File: config.mk
export PLATFORM = sky130hd
export DESIGN_NAME = memory_size_string_parser_core
export DESIGN_NICKNAME = d
export VERILOG_FILES = /design/src/sv/msp_pkg.sv /design/src/sv/msp_ctrl.sv /design/src/sv/msp_dpath.sv /design/src/sv/memory_size_string_parser_core.sv
export SDC_FILE = /design/constraint.sdc
export NUM_CORES = 2
export LEC_CHECK = 0
export BUFFER_PORTS_ARGS = -buffer_cell sky130_fd_sc_hd__buf_2
export CAP_MARGIN = 5
export CORE_MARGIN = 2
export CORE_UTILIZATION = 35
export CTS_CLUSTER_DIAMETER = 60
export CTS_CLUSTER_SIZE = 8
export DETAILED_ROUTE_END_ITERATION = 8
export GPL_ROUTABILITY_DRIVEN = 0
export SYNTH_ARGS = -nofsm -noshare
export SYNTH_HDL_FRONTEND = slang
export SYNTH_SLANG_ARGS = --single-unit
File: constraint.sdc
create_clock -name clk -period 14.1 [get_ports clk]
set_input_delay 2.115 -clock clk [delete_from_list [all_inputs] [get_ports clk]]
set_output_delay 2.115 -clock clk [all_outputs]
set_load 0.02 [all_outputs]
File: src/sv/msp_pkg.sv
// Shared types, constants and the power-of-ten table for the byte-size parser.
// No dependencies.
package msp_pkg;

  localparam int MaxFractionDigits = 19;
  localparam int CountWidth = 5;
  localparam int WordWidth = 64;
  localparam int QuotWidth = 31;

  typedef enum logic [1:0] {
    PH_INT    = 2'd0,
    PH_FRAC   = 2'd1,
    PH_SUFFIX = 2'd2
  } phase_t;

  typedef enum logic [1:0] {
    ST_ACCEPT = 2'd0,
    ST_PREP   = 2'd1,
    ST_DIVIDE = 2'd2,
    ST_FINISH = 2'd3
  } state_t;

  typedef struct packed {
    logic absorb;
    logic load_div;
    logic div_step;
    logic write_out;
  } cmd_t;

  typedef struct packed {
    logic div_done;
  } status_t;

  function automatic logic [WordWidth-1:0] pow_ten(input logic [CountWidth-1:0] n);
    logic [WordWidth-1:0] p;
    case (n)
      5'd0:  p = 64'd1;
      5'd1:  p = 64'd10;
      5'd2:  p = 64'd100;
      5'd3:  p = 64'd1000;
      5'd4:  p = 64'd10000;
      5'd5:  p = 64'd100000;
      5'd6:  p = 64'd1000000;
      5'd7:  p = 64'd10000000;
      5'd8:  p = 64'd100000000;
      5'd9:  p = 64'd1000000000;
      5'd10: p = 64'd10000000000;
      5'd11: p = 64'd100000000000;
      5'd12: p = 64'd1000000000000;
      5'd13: p = 64'd10000000000000;
      5'd14: p = 64'd100000000000000;
      5'd15: p = 64'd1000000000000000;
      5'd16: p = 64'd10000000000000000;
      5'd17: p = 64'd100000000000000000;
      5'd18: p = 64'd1000000000000000000;
      default: p = 64'd10000000000000000000;
    endcase
    return p;
  endfunction

endpackage

File: src/sv/msp_ctrl.sv
// Controller for the byte-size parser: sequences accept, divide and result write.
// Depends on msp_pkg.
module msp_ctrl (
  input  logic             clk,
  input  logic             rst,
  input  logic             in_valid,
  input  logic             is_last,
  output logic             in_ready,
  output logic             out_valid,
  input  logic             out_ready,
  input  msp_pkg::status_t status,
  output msp_pkg::cmd_t    cmd
);

  msp_pkg::state_t state, state_next;

  always_ff @(posedge clk) begin
    if (rst) begin
      state <= msp_pkg::ST_ACCEPT;
      out_valid <= 1'b0;
    end else begin
      state <= state_next;
      if (cmd.write_out) begin
        out_valid <= 1'b1;
      end else if (out_ready) begin
        out_valid <= 1'b0;
      end
    end
  end

  always_comb begin
    state_next = state;
    cmd = '0;
    in_ready = 1'b0;
    case (state)
      msp_pkg::ST_ACCEPT: begin
        in_ready = 1'b1;
        if (in_valid) begin
          cmd.absorb = 1'b1;
          if (is_last) state_next = msp_pkg::ST_PREP;
        end
      end
      msp_pkg::ST_PREP: begin
        cmd.load_div = 1'b1;
        state_next = msp_pkg::ST_DIVIDE;
      end
      msp_pkg::ST_DIVIDE: begin
        if (status.div_done) state_next = msp_pkg::ST_FINISH;
        else cmd.div_step = 1'b1;
      end
      msp_pkg::ST_FINISH: begin
        if (!out_valid || out_ready) begin
          cmd.write_out = 1'b1;
          state_next = msp_pkg::ST_ACCEPT;
        end
      end
      default: state_next = msp_pkg::ST_ACCEPT;
    endcase
  end

endmodule

File: src/sv/msp_dpath.sv
// Datapath for the byte-size parser: accumulators, suffix decode, fraction
// scaling by shift-and-subtract, result register. Depends on msp_pkg.
module msp_dpath #(
  parameter int MAX_FRACTION_DIGITS = msp_pkg::MaxFractionDigits
) (
  input  logic             clk,
  input  logic             rst,
  input  msp_pkg::cmd_t    cmd,
  output msp_pkg::status_t status,
  input  logic [7:0]       char_code,
  output logic [63:0]      byte_count,
  output logic             parse_error
);

  localparam int W = msp_pkg::WordWidth;
  localparam int CW = msp_pkg::CountWidth;
  localparam int QW = msp_pkg::QuotWidth;

  msp_pkg::phase_t  parse_phase;
  logic [W-1:0]     whole_accumulator;
  logic [W-1:0]     fraction_accumulator;
  logic [CW-1:0]    fraction_digit_count;
  logic             dropped_nonzero;
  logic             numeric_seen;
  logic [1:0]       suffix_count;
  logic [7:0]       suffix_first;
  logic [7:0]       suffix_second;
  logic             error_sticky;

  logic [W-1:0]     rem;
  logic [W-1:0]     den;
  logic [QW-1:0]    quot;
  logic [CW-1:0]    div_count;
  logic [CW-1:0]    shift_amt;

  logic             is_digit;
  logic [3:0]       digit;
  logic [W+3:0]     whole_mul;
  logic [W-1:0]     frac_mul;
  logic             suffix_bad;
  logic             first_b;
  logic             second_b;
  logic             first_ok;
  logic [CW-1:0]    first_shift;
  logic [W:0]       rem_shl;
  logic             take;
  logic [W-1:0]     quot_up;
  logic [W-1:0]     base;
  logic             base_ovf;
  logic [W:0]       total;
  logic             result_bad;

  assign is_digit = (char_code >= 8'h30) && (char_code <= 8'h39);
  assign digit = is_digit ? 4'(char_code - 8'h30) : 4'd0;
  assign whole_mul = ({4'd0, whole_accumulator} << 3) + ({4'd0, whole_accumulator} << 1)
                     + (W+4)'(digit);
  assign frac_mul = (fraction_accumulator << 3) + (fraction_accumulator << 1) + W'(digit);

  always_comb begin
    first_ok = 1'b1;
    first_shift = '0;
    case (suffix_first)
      8'h62, 8'h42: first_shift = 5'd0;
      8'h6b, 8'h4b: first_shift = 5'd10;
      8'h6d, 8'h4d: first_shift = 5'd20;
      8'h67, 8'h47: first_shift = 5'd30;
      default: first_ok = 1'b0;
    endcase
  end

  assign first_b = (suffix_first == 8'h62) || (suffix_first == 8'h42);
  assign second_b = (suffix_second == 8'h62) || (suffix_second == 8'h42);

  always_comb begin
    suffix_bad = 1'b0;
    shift_amt = '0;
    case (suffix_count)
      2'd0: shift_amt = '0;
      2'd1: begin
        suffix_bad = !first_ok;
        shift_amt = first_shift;
      end
      2'd2: begin
        suffix_bad = !first_ok || !second_b || first_b;
        shift_amt = first_shift;
      end
      default: suffix_bad = 1'b1;
    endcase
  end

  assign rem_shl = {rem, 1'b0};
  assign take = rem_shl >= {1'b0, den};
  assign status.div_done = (div_count == '0);

  assign quot_up = W'(quot) + W'(((rem != '0) || dropped_nonzero) ? 1'b1 : 1'b0);
  assign base = whole_accumulator << shift_amt;
  assign base_ovf = whole_accumulator > ({W{1'b1}} >> shift_amt);
  assign total = {1'b0, base} + {1'b0, quot_up};
  assign result_bad = error_sticky || !numeric_seen || suffix_bad || base_ovf || total[W];

  always_ff @(posedge clk) begin
    if (rst || cmd.write_out) begin
      parse_phase <= msp_pkg::PH_INT;
      whole_accumulator <= '0;
      fraction_accumulator <= '0;
      fraction_digit_count <= '0;
      dropped_nonzero <= 1'b0;
      numeric_seen <= 1'b0;
      suffix_count <= '0;
      suffix_first <= '0;
      suffix_second <= '0;
      error_sticky <= 1'b0;
    end else if (cmd.absorb) begin
      if (parse_phase == msp_pkg::PH_INT && is_digit) begin
        numeric_seen <= 1'b1;
        if (whole_mul[W+3:W] != '0) error_sticky <= 1'b1;
        else whole_accumulator <= whole_mul[W-1:0];
      end else if (parse_phase == msp_pkg::PH_INT && char_code == 8'h2e) begin
        numeric_seen <= 1'b1;
        parse_phase <= msp_pkg::PH_FRAC;
      end else if (parse_phase == msp_pkg::PH_FRAC && is_digit) begin
        if (fraction_digit_count < CW'(MAX_FRACTION_DIGITS)) begin
          fraction_accumulator <= frac_mul;
          fraction_digit_count <= fraction_digit_count + CW'(1);
        end else if (digit != 4'd0) begin
          dropped_nonzero <= 1'b1;
        end
      end else if (parse_phase == msp_pkg::PH_FRAC && char_code == 8'h2e) begin
        error_sticky <= 1'b1;
      end else begin
        parse_phase <= msp_pkg::PH_SUFFIX;
        if (suffix_count == 2'd0) suffix_first <= char_code;
        if (suffix_count == 2'd1) suffix_second <= char_code;
        if (suffix_count != 2'd3) suffix_count <= suffix_count + 2'd1;
      end
    end
  end

  always_ff @(posedge clk) begin
    if (rst) begin
      div_count <= '0;
    end else if (cmd.load_div) begin
      div_count <= shift_amt;
    end else if (cmd.div_step) begin
      div_count <= div_count - CW'(1);
    end
  end

  always_ff @(posedge clk) begin
    if (cmd.load_div) begin
      rem <= fraction_accumulator;
      den <= msp_pkg::pow_ten(fraction_digit_count);
      quot <= '0;
    end else if (cmd.div_step) begin
      rem <= take ? W'(rem_shl - {1'b0, den}) : rem_shl[W-1:0];
      quot <= {quot[QW-2:0], take};
    end
  end

  always_ff @(posedge clk) begin
    if (cmd.write_out) begin
      byte_count <= result_bad ? '0 : total[W-1:0];
      parse_error <= result_bad;
    end
  end

endmodule

File: src/sv/memory_size_string_parser_core.sv
// Top level of the byte-size text parser: controller plus datapath.
// Depends on msp_pkg, msp_ctrl, msp_dpath.
//
// Input channel (in_valid/in_ready): one ASCII character per beat, with
// is_last on the final character of a token. Output channel
// (out_valid/out_ready): one beat per token with byte_count, the size rounded
// up (zero on error), and parse_error.
// Characters other than the last are taken one per cycle. After the last
// beat the block runs a prep state, one shift-and-subtract step per bit of
// suffix scale (0, 10, 20 or 30), a state that sees the steps done, and a
// write state; the write loads the output register and out_valid, and the
// next token's first character can be taken as the new result is shown.
// The result sits in an output register; if the receiver stalls, a following
// token is still parsed and waits only at its write cycle until the
// register is free.
// Reset (rst, synchronous) clears all parse state and drops out_valid.
module memory_size_string_parser_core #(
  parameter int MAX_FRACTION_DIGITS = msp_pkg::MaxFractionDigits
) (
  input  logic        clk,
  input  logic        rst,
  input  logic        in_valid,
  output logic        in_ready,
  input  logic [7:0]  char_code,
  input  logic        is_last,
  output logic        out_valid,
  input  logic        out_ready,
  output logic [63:0] byte_count,
  output logic        parse_error
);

  msp_pkg::cmd_t    cmd;
  msp_pkg::status_t status;

  msp_ctrl u_ctrl (
    .clk       (clk),
    .rst       (rst),
    .in_valid  (in_valid),
    .is_last   (is_last),
    .in_ready  (in_ready),
    .out_valid (out_valid),
    .out_ready (out_ready),
    .status    (status),
    .cmd       (cmd)
  );

  msp_dpath #(
    .MAX_FRACTION_DIGITS (MAX_FRACTION_DIGITS)
  ) u_dpath (
    .clk         (clk),
    .rst         (rst),
    .cmd         (cmd),
    .status      (status),
    .char_code   (char_code),
    .byte_count  (byte_count),
    .parse_error (parse_error)
  );

endmodule

# Word level (Yosys, flattened, before mapping)

Memories as Yosys holds them, arrays and structs flattened. A register that Yosys moved wholly into a read port is not among the register bits.
Index checks and enable logic that the tools add are counted.

Bits in registers: 388
ROM bits: 1888
Word-level logic and storage cells: 152
Memories kept: 1

Memories:

| name             | words | width | rd ports | clocked after memory_dff | wr ports | RTL line      | source |
|---|---|---|---|---|---|---|---|
| (name not given) | 32    | 59    | 1        | 1                        | 0        | msp_pkg.sv:36 | `case (n)` |

Add/sub/neg operators: 11
$lt $le $gt $ge: 5
Equal/unequal tests: 27
Shifts and indexed selects: 2
Muxes and demuxes: 36
Bitwise operators: 6
Reduce and logical (&&, ||, !) cells: 46

Operators with widths:

| operator                                               | number |
|---|---|
| 2-to-1 mux 64 bit                                      | 3 |
| == test 8 x 7 -> 1 bit (second input constant)         | 10 |
| adder 67 x 65 -> 68 bit                                | 1 |
| adder 68 x 4 -> 68 bit                                 | 1 |
| adder 64 x 64 -> 65 bit                                | 1 |
| greater-or-equal comparator 65 x 64 -> 1 bit           | 1 |
| adder 31 x 64 -> 64 bit                                | 1 |
| adder 64 x 4 -> 64 bit                                 | 1 |
| adder 64 bit                                           | 1 |
| greater-than comparator 64 bit                         | 1 |
| nonzero test 64 bit                                    | 1 |
| left shift 64 x 5 -> 64 bit                            | 1 |
| >> shifter 64 x 5 -> 64 bit (first input constant)     | 1 |
| subtractor 64 bit                                      | 1 |
| AND reduction 6 bit                                    | 4 |
| 2-to-1 mux 1 bit                                       | 19 |
| 2-to-1 mux 5 bit                                       | 3 |
| case mux 5 bit (3 select lines)                        | 1 |
| 2-to-1 mux 2 bit                                       | 7 |
| logical OR 1 bit                                       | 11 |
| inequality test 2 x 1 -> 1 bit (second input constant) | 5 |
| inequality test 2 bit (second input constant)          | 5 |
| AND reduction 5 bit                                    | 2 |
| == test 8 x 6 -> 1 bit (second input constant)         | 1 |
| 24 further kinds                                       | 50 |

# Longest topological paths before layout

Depth in word-level cells: 10
Gate-level depth with buffers: 26
Mapped depth without buffers: 24

# Modules after synthesis

Synthesis repeated with hierarchy kept, for this count alone.

Cells, all modules: 3939
Area total of the unflattened synthesis: 32994.1 sq um

Modules (own cells, without submodules):

| module    | instances | cells an instance | area each (sq um) |
|---|---|---|---|
| msp_dpath | 1         | 3914              | 32768.9 |
| msp_ctrl  | 1         | 25                | 225.2 |

# Worst setup path after synthesis

No wires, ideal clock.

Kind: input to register
Start: in out_ready
End: reg u_dpath.fraction_accumulator[60]
Library setup time: 131 ps
Arrival time: 6377 ps
Data required time: 13969 ps
Slack: 7592 ps
Stages on the path: 7
Path buffers: 3
Cells stage by stage: nor2b_1 -> nor2b_1 -> or2_2 -> clkbuf_1 -> clkbuf_1 -> clkbuf_1 -> o22ai_1

RTL lines:

| what                 | RTL line                             | source |
|---|---|---|
| start, declared      | memory_size_string_parser_core.sv:27 | `input logic out_ready,` |
| end signal, assigned | msp_dpath.sv:123                     | `fraction_accumulator <= frac_mul;` |
| end, declared        | msp_dpath.sv:21                      | `logic [W-1:0] fraction_accumulator;` |

# Worst setup path in the final report

Start: reg u_dpath.rem[51]
End: reg u_dpath.byte_count[31], data pin

Longest elaborated chain between the ends: 6

Ends and longest elaborated chain:

| what                      | RTL line         | source |
|---|---|---|
| start, declared           | msp_dpath.sv:30  | `logic [W-1:0] rem;` |
| start signal, assigned    | msp_dpath.sv:151 | `rem <= fraction_accumulator;` |
| start signal, assigned    | msp_dpath.sv:155 | `rem <= take ? W'(rem_shl - {1'b0, den}) : rem_shl[W-1:0];` |
| nonzero test 64 bit *     | msp_dpath.sv:95  | `assign quot_up = W'(quot) + W'(((rem != '0) \|\| dropped_nonzero) ? 1'b1 : 1'b0);` |
| logical OR 1 bit *        | msp_dpath.sv:95  |  |
| 2-to-1 mux 1 bit *        | msp_dpath.sv:95  |  |
| adder 31 x 64 -> 64 bit * | msp_dpath.sv:95  |  |
| adder 64 x 64 -> 65 bit * | msp_dpath.sv:98  | `assign total = {1'b0, base} + {1'b0, quot_up};` |
| logical OR 1 bit          | msp_dpath.sv:99  | `assign result_bad = error_sticky \|\| !numeric_seen \|\| suffix_bad \|\| base_ovf \|\| total[W];` |
| end signal, assigned      | msp_dpath.sv:162 | `byte_count <= result_bad ? '0 : total[W-1:0];` |
| end, declared             | msp_dpath.sv:11  | `output logic [63:0] byte_count,` |

Every way passes the cells marked *; elsewhere a longest branch is shown, timed or not.
A chain may end at the register's enable or synchronous reset.

==> results.cfg <==
[run_status]
status = complete, no violations

[worst_setup_path]
critPathRequiredTime_ns = 14.43
start_kind = flip-flop
cp_data_arrival_time_ns = 7.34
r2r_slack_ns = 7.09
reg2reg_depth = 22
reg2reg_from = u_dpath.rem[51]
cp_max_fo = 63
rr_endpoint = u_dpath.byte_count[31]
endpoint_kind = flip-flop
worstSetupPathType = flip-flop to flip-flop

[power]
leakagePower_uw = 0.0163
power.density_nw_per_um2 = 149
ir_drop_mv = 0.116
power_uw = 5450

[sta]
tightest_slew_ns = 1.03
rsz0062_at_grt = no
hold_viol_final = 0
clock.fmax_mhz = 143
tns_ns = 0
fin_crit_ns = 7.01
finalSetupViolCount = 0
slew_violations = 0
slew_headroom = 0.315
finClkSkew_ns = 0.0285
min_period_over_period = 0.497

[grt]
grt_pass1_vias = 29100
grt_max_degree = 85
grtUsageTotal = 0.206
antenna_found_initial = 2
grt_pass1_wl_um = 163000
grt_remaining_overflow = 0

[clocking]
cts_sinks = 376
clk_latency_ns = 0.65
path_clk_slew_ns = 0.05
cts_tree = yes
hold_buffers = 0
htreeDepth = 2
cts_buffer_depth = 3
cts_resized = 0
root_buffer = clkbuf_16
cts_inserted_buffers = 59
cts_setup_buffers = 0

[synthesis]
synth-main-ff-cell = dfxtp_1
synth_edf_count = 183
synth_cell_types = 107
ys.warnings.count = 0
syn_avg_cell_area_um2 = 8.29
syn_nets = 4447
synth-seq-cells = 376
synthArstFlopShare = 0
seq_area_frac_synth = 0.280
syn_area_um2 = 33500
synthCells = 4037

[worst_hold_path]
min_to = u_dpath.error_sticky
holdPathStages = 1
hold_start = u_dpath.error_sticky
hold_class = flip-flop to flip-flop

[die]
dieArea_um2 = 98100
coreArea_um2 = 94900
ios = 80
start_util = 0.353
num_rows = 113
die_h_um = 313
die_w_um = 313

[routing]
drtIter0Drc = 2416
postRouteAntennaNets = 0
drcViolationCount = 0
wl_um = 104000
vias = 30400
firstDrtPassIters = 6
wl_per_cell_um = 19.5
vias_per_cell = 5.73

[place]
post_dp_cell_area_um2 = 34800
port_buffers = 79
dp_hpwl_um = 78200

[run]
cap_violations = 0

[final_layout]
fin_area_um2 = 36600
areaGrowthSynthToFinish_pct = 9.40
drive_above_1_share = 0.0755
fin_nets = 4403
synth_stat cells, drive strengths merged, types with 47 or more instances:
library cell	count	area share
nand2	439	0.049
a21oi	410	0.062
ha	391	0.15
nor2	357	0.043
dfxtp	193	0.12
o21ai	193	0.029
edfxtp	183	0.16
inv	168	0.019
clkbuf	164	0.018
xnor2	148	0.040
a21o	146	0.033
mux2i	118	0.036
xor2	110	0.029
nand3	109	0.017
nand4	85	0.016
nor3	72	0.011
a211oi	59	0.014
o21bai	53	0.012
and3	52	0.0097
a31oi	47	0.0088
kinds of logic after synthesis:
family | share of synthesized area
AND/OR/NAND/NOR | 0.191
AO/OA/AOI/OAI | 0.222
multiplexers | 0.0422
XOR/XNOR | 0.0692
buffers and inverters | 0.0466
flip-flops | 0.280
adder cells (fa/ha/maj) | 0.150
layout make-up:
cell class / instances / area (um2)
Antenna cell: 1 / 2.50
Multi-Input combinational cell: 3282 / 22600
Tap cell: 1265 / 1580
Sequential cell: 376 / 9360
Clock inverter: 10 / 100
Inverter: 169 / 634
Clock buffer: 98 / 1730
Timing Repair Buffer: 105 / 591
Fill cell: 9733 / 58200
metal layers:
metal  up-vias  wire [um]  GRT usage
li1      14700          -          -
met1     14500      44400      0.266
met2       943      48800      0.348
met3       218       6500     0.0306
met4         4       3780     0.0746
met5         -         27          0
state kept, by name (all words and copies together) (netlist names):
name / flops
u_dpath.parse_error: 1
u_dpath.error_sticky: 1
u_dpath.suffix_second: 7
u_dpath.rem: 64
u_dpath.fraction_accumulator: 64
u_dpath.fraction_digit_count: 5
u_dpath.quot: 31
u_dpath.numeric_seen: 1
u_dpath.den: 54
u_dpath.div_count: 5
u_dpath.whole_accumulator: 64
u_dpath.byte_count: 64
u_dpath.parse_phase: 2
u_ctrl.state: 2
u_dpath.suffix_count: 2
u_dpath.dropped_nonzero: 1
u_dpath.suffix_first: 7
u_ctrl.out_valid: 1
where the power goes:
| group | internal, uW | switching (uW) | total (uW) |
|---|---|---|---|
| Sequential | 1480 | 176 | 1650 |
| Clock | 845 | 541 | 1390 |
| Combinational | 909 | 1500 | 2410 |
worst max-delay path by stage:
stage	to	cells past startpoint	startpoint	slack, ns
after detailed placement	u_dpath.whole_accumulator[39]	18	char_code[6]	6.63
after global placement	u_dpath.whole_accumulator[23]	18	char_code[6]	6.72
final	u_dpath.byte_count[31]	22	u_dpath.rem[51]	7.09
after global routing	u_dpath.byte_count[31]	22	u_dpath.rem[51]	6.62
after floorplan	u_dpath.fraction_accumulator[60]	7	out_ready	7.59
after CTS	u_dpath.byte_count[31]	22	u_dpath.rem[51]	7.21
per-stage QoR:
step | worst slack, ns | util | cells | hold WS [ns]
after CTS | 7.21 | 0.386 | 5305 | 0.468
after global placement | 6.72 | 0.367 | 5197 | 0.452
after detailed placement | 6.63 | 0.367 | 5197 | 0.456
after floorplan | 7.59 | - | 4037 | 0.432
final | 7.09 | 0.386 | 5306 | 0.463
after global routing | 6.62 | 0.386 | 5305 | 0.500
critical path: stages (launching register included):
cell and delay (ns):
edfxtp_1 0.52, nor2_1 0.34, nand2_1 0.10, nor3_1 0.53, nand4_1 0.29, or4_1 0.69, ha_1 0.30, ha_1 0.24
and3_1 0.21, nand3_1 0.10, xnor2_1 0.07, ha_1 0.36, o21ai_0 0.11, nand2b_1 0.10, o2111a_1 0.19, a221oi_1 0.13
o21ai_0 0.56, a21bo_2 0.28, o31a_4 0.23, nand3_4 0.11, o41ai_4 0.21, buf_4 0.79, nor3_1 0.15
cell usage in the layout, fill, tap and decap left out, types with 12 or more instances in the layout:
cell	Yosys	routed
a211oi_1	56	56
nor2_2	42	43
clkbuf_1	163	32
xor2_1	109	109
and2_1	32	31
o21bai_1	53	53
nand2b_1	28	28
nand4_1	84	84
nor3_1	71	71
mux2i_1	116	116
a221oi_1	15	15
buf_4	10	26
nand3_1	107	107
nor2_1	315	314
o211ai_1	28	28
buf_2	17	79
inv_1	168	168
a21oi_1	408	408
o31ai_1	22	21
and3_1	52	52
nand2_1	439	437
or3_1	16	16
dfxtp_1	193	193
edfxtp_1	183	183
a21boi_0	19	19
clkbuf_16	0	62
o21a_1	35	35
ha_1	391	390
o21ai_0	189	189
a31oi_1	47	47
mux2_2	18	18
or2_2	13	12
a21o_1	146	146
xnor2_1	146	146
nor4_1	36	36
nor2b_1	43	42
(Power assumes the default switching activity.)
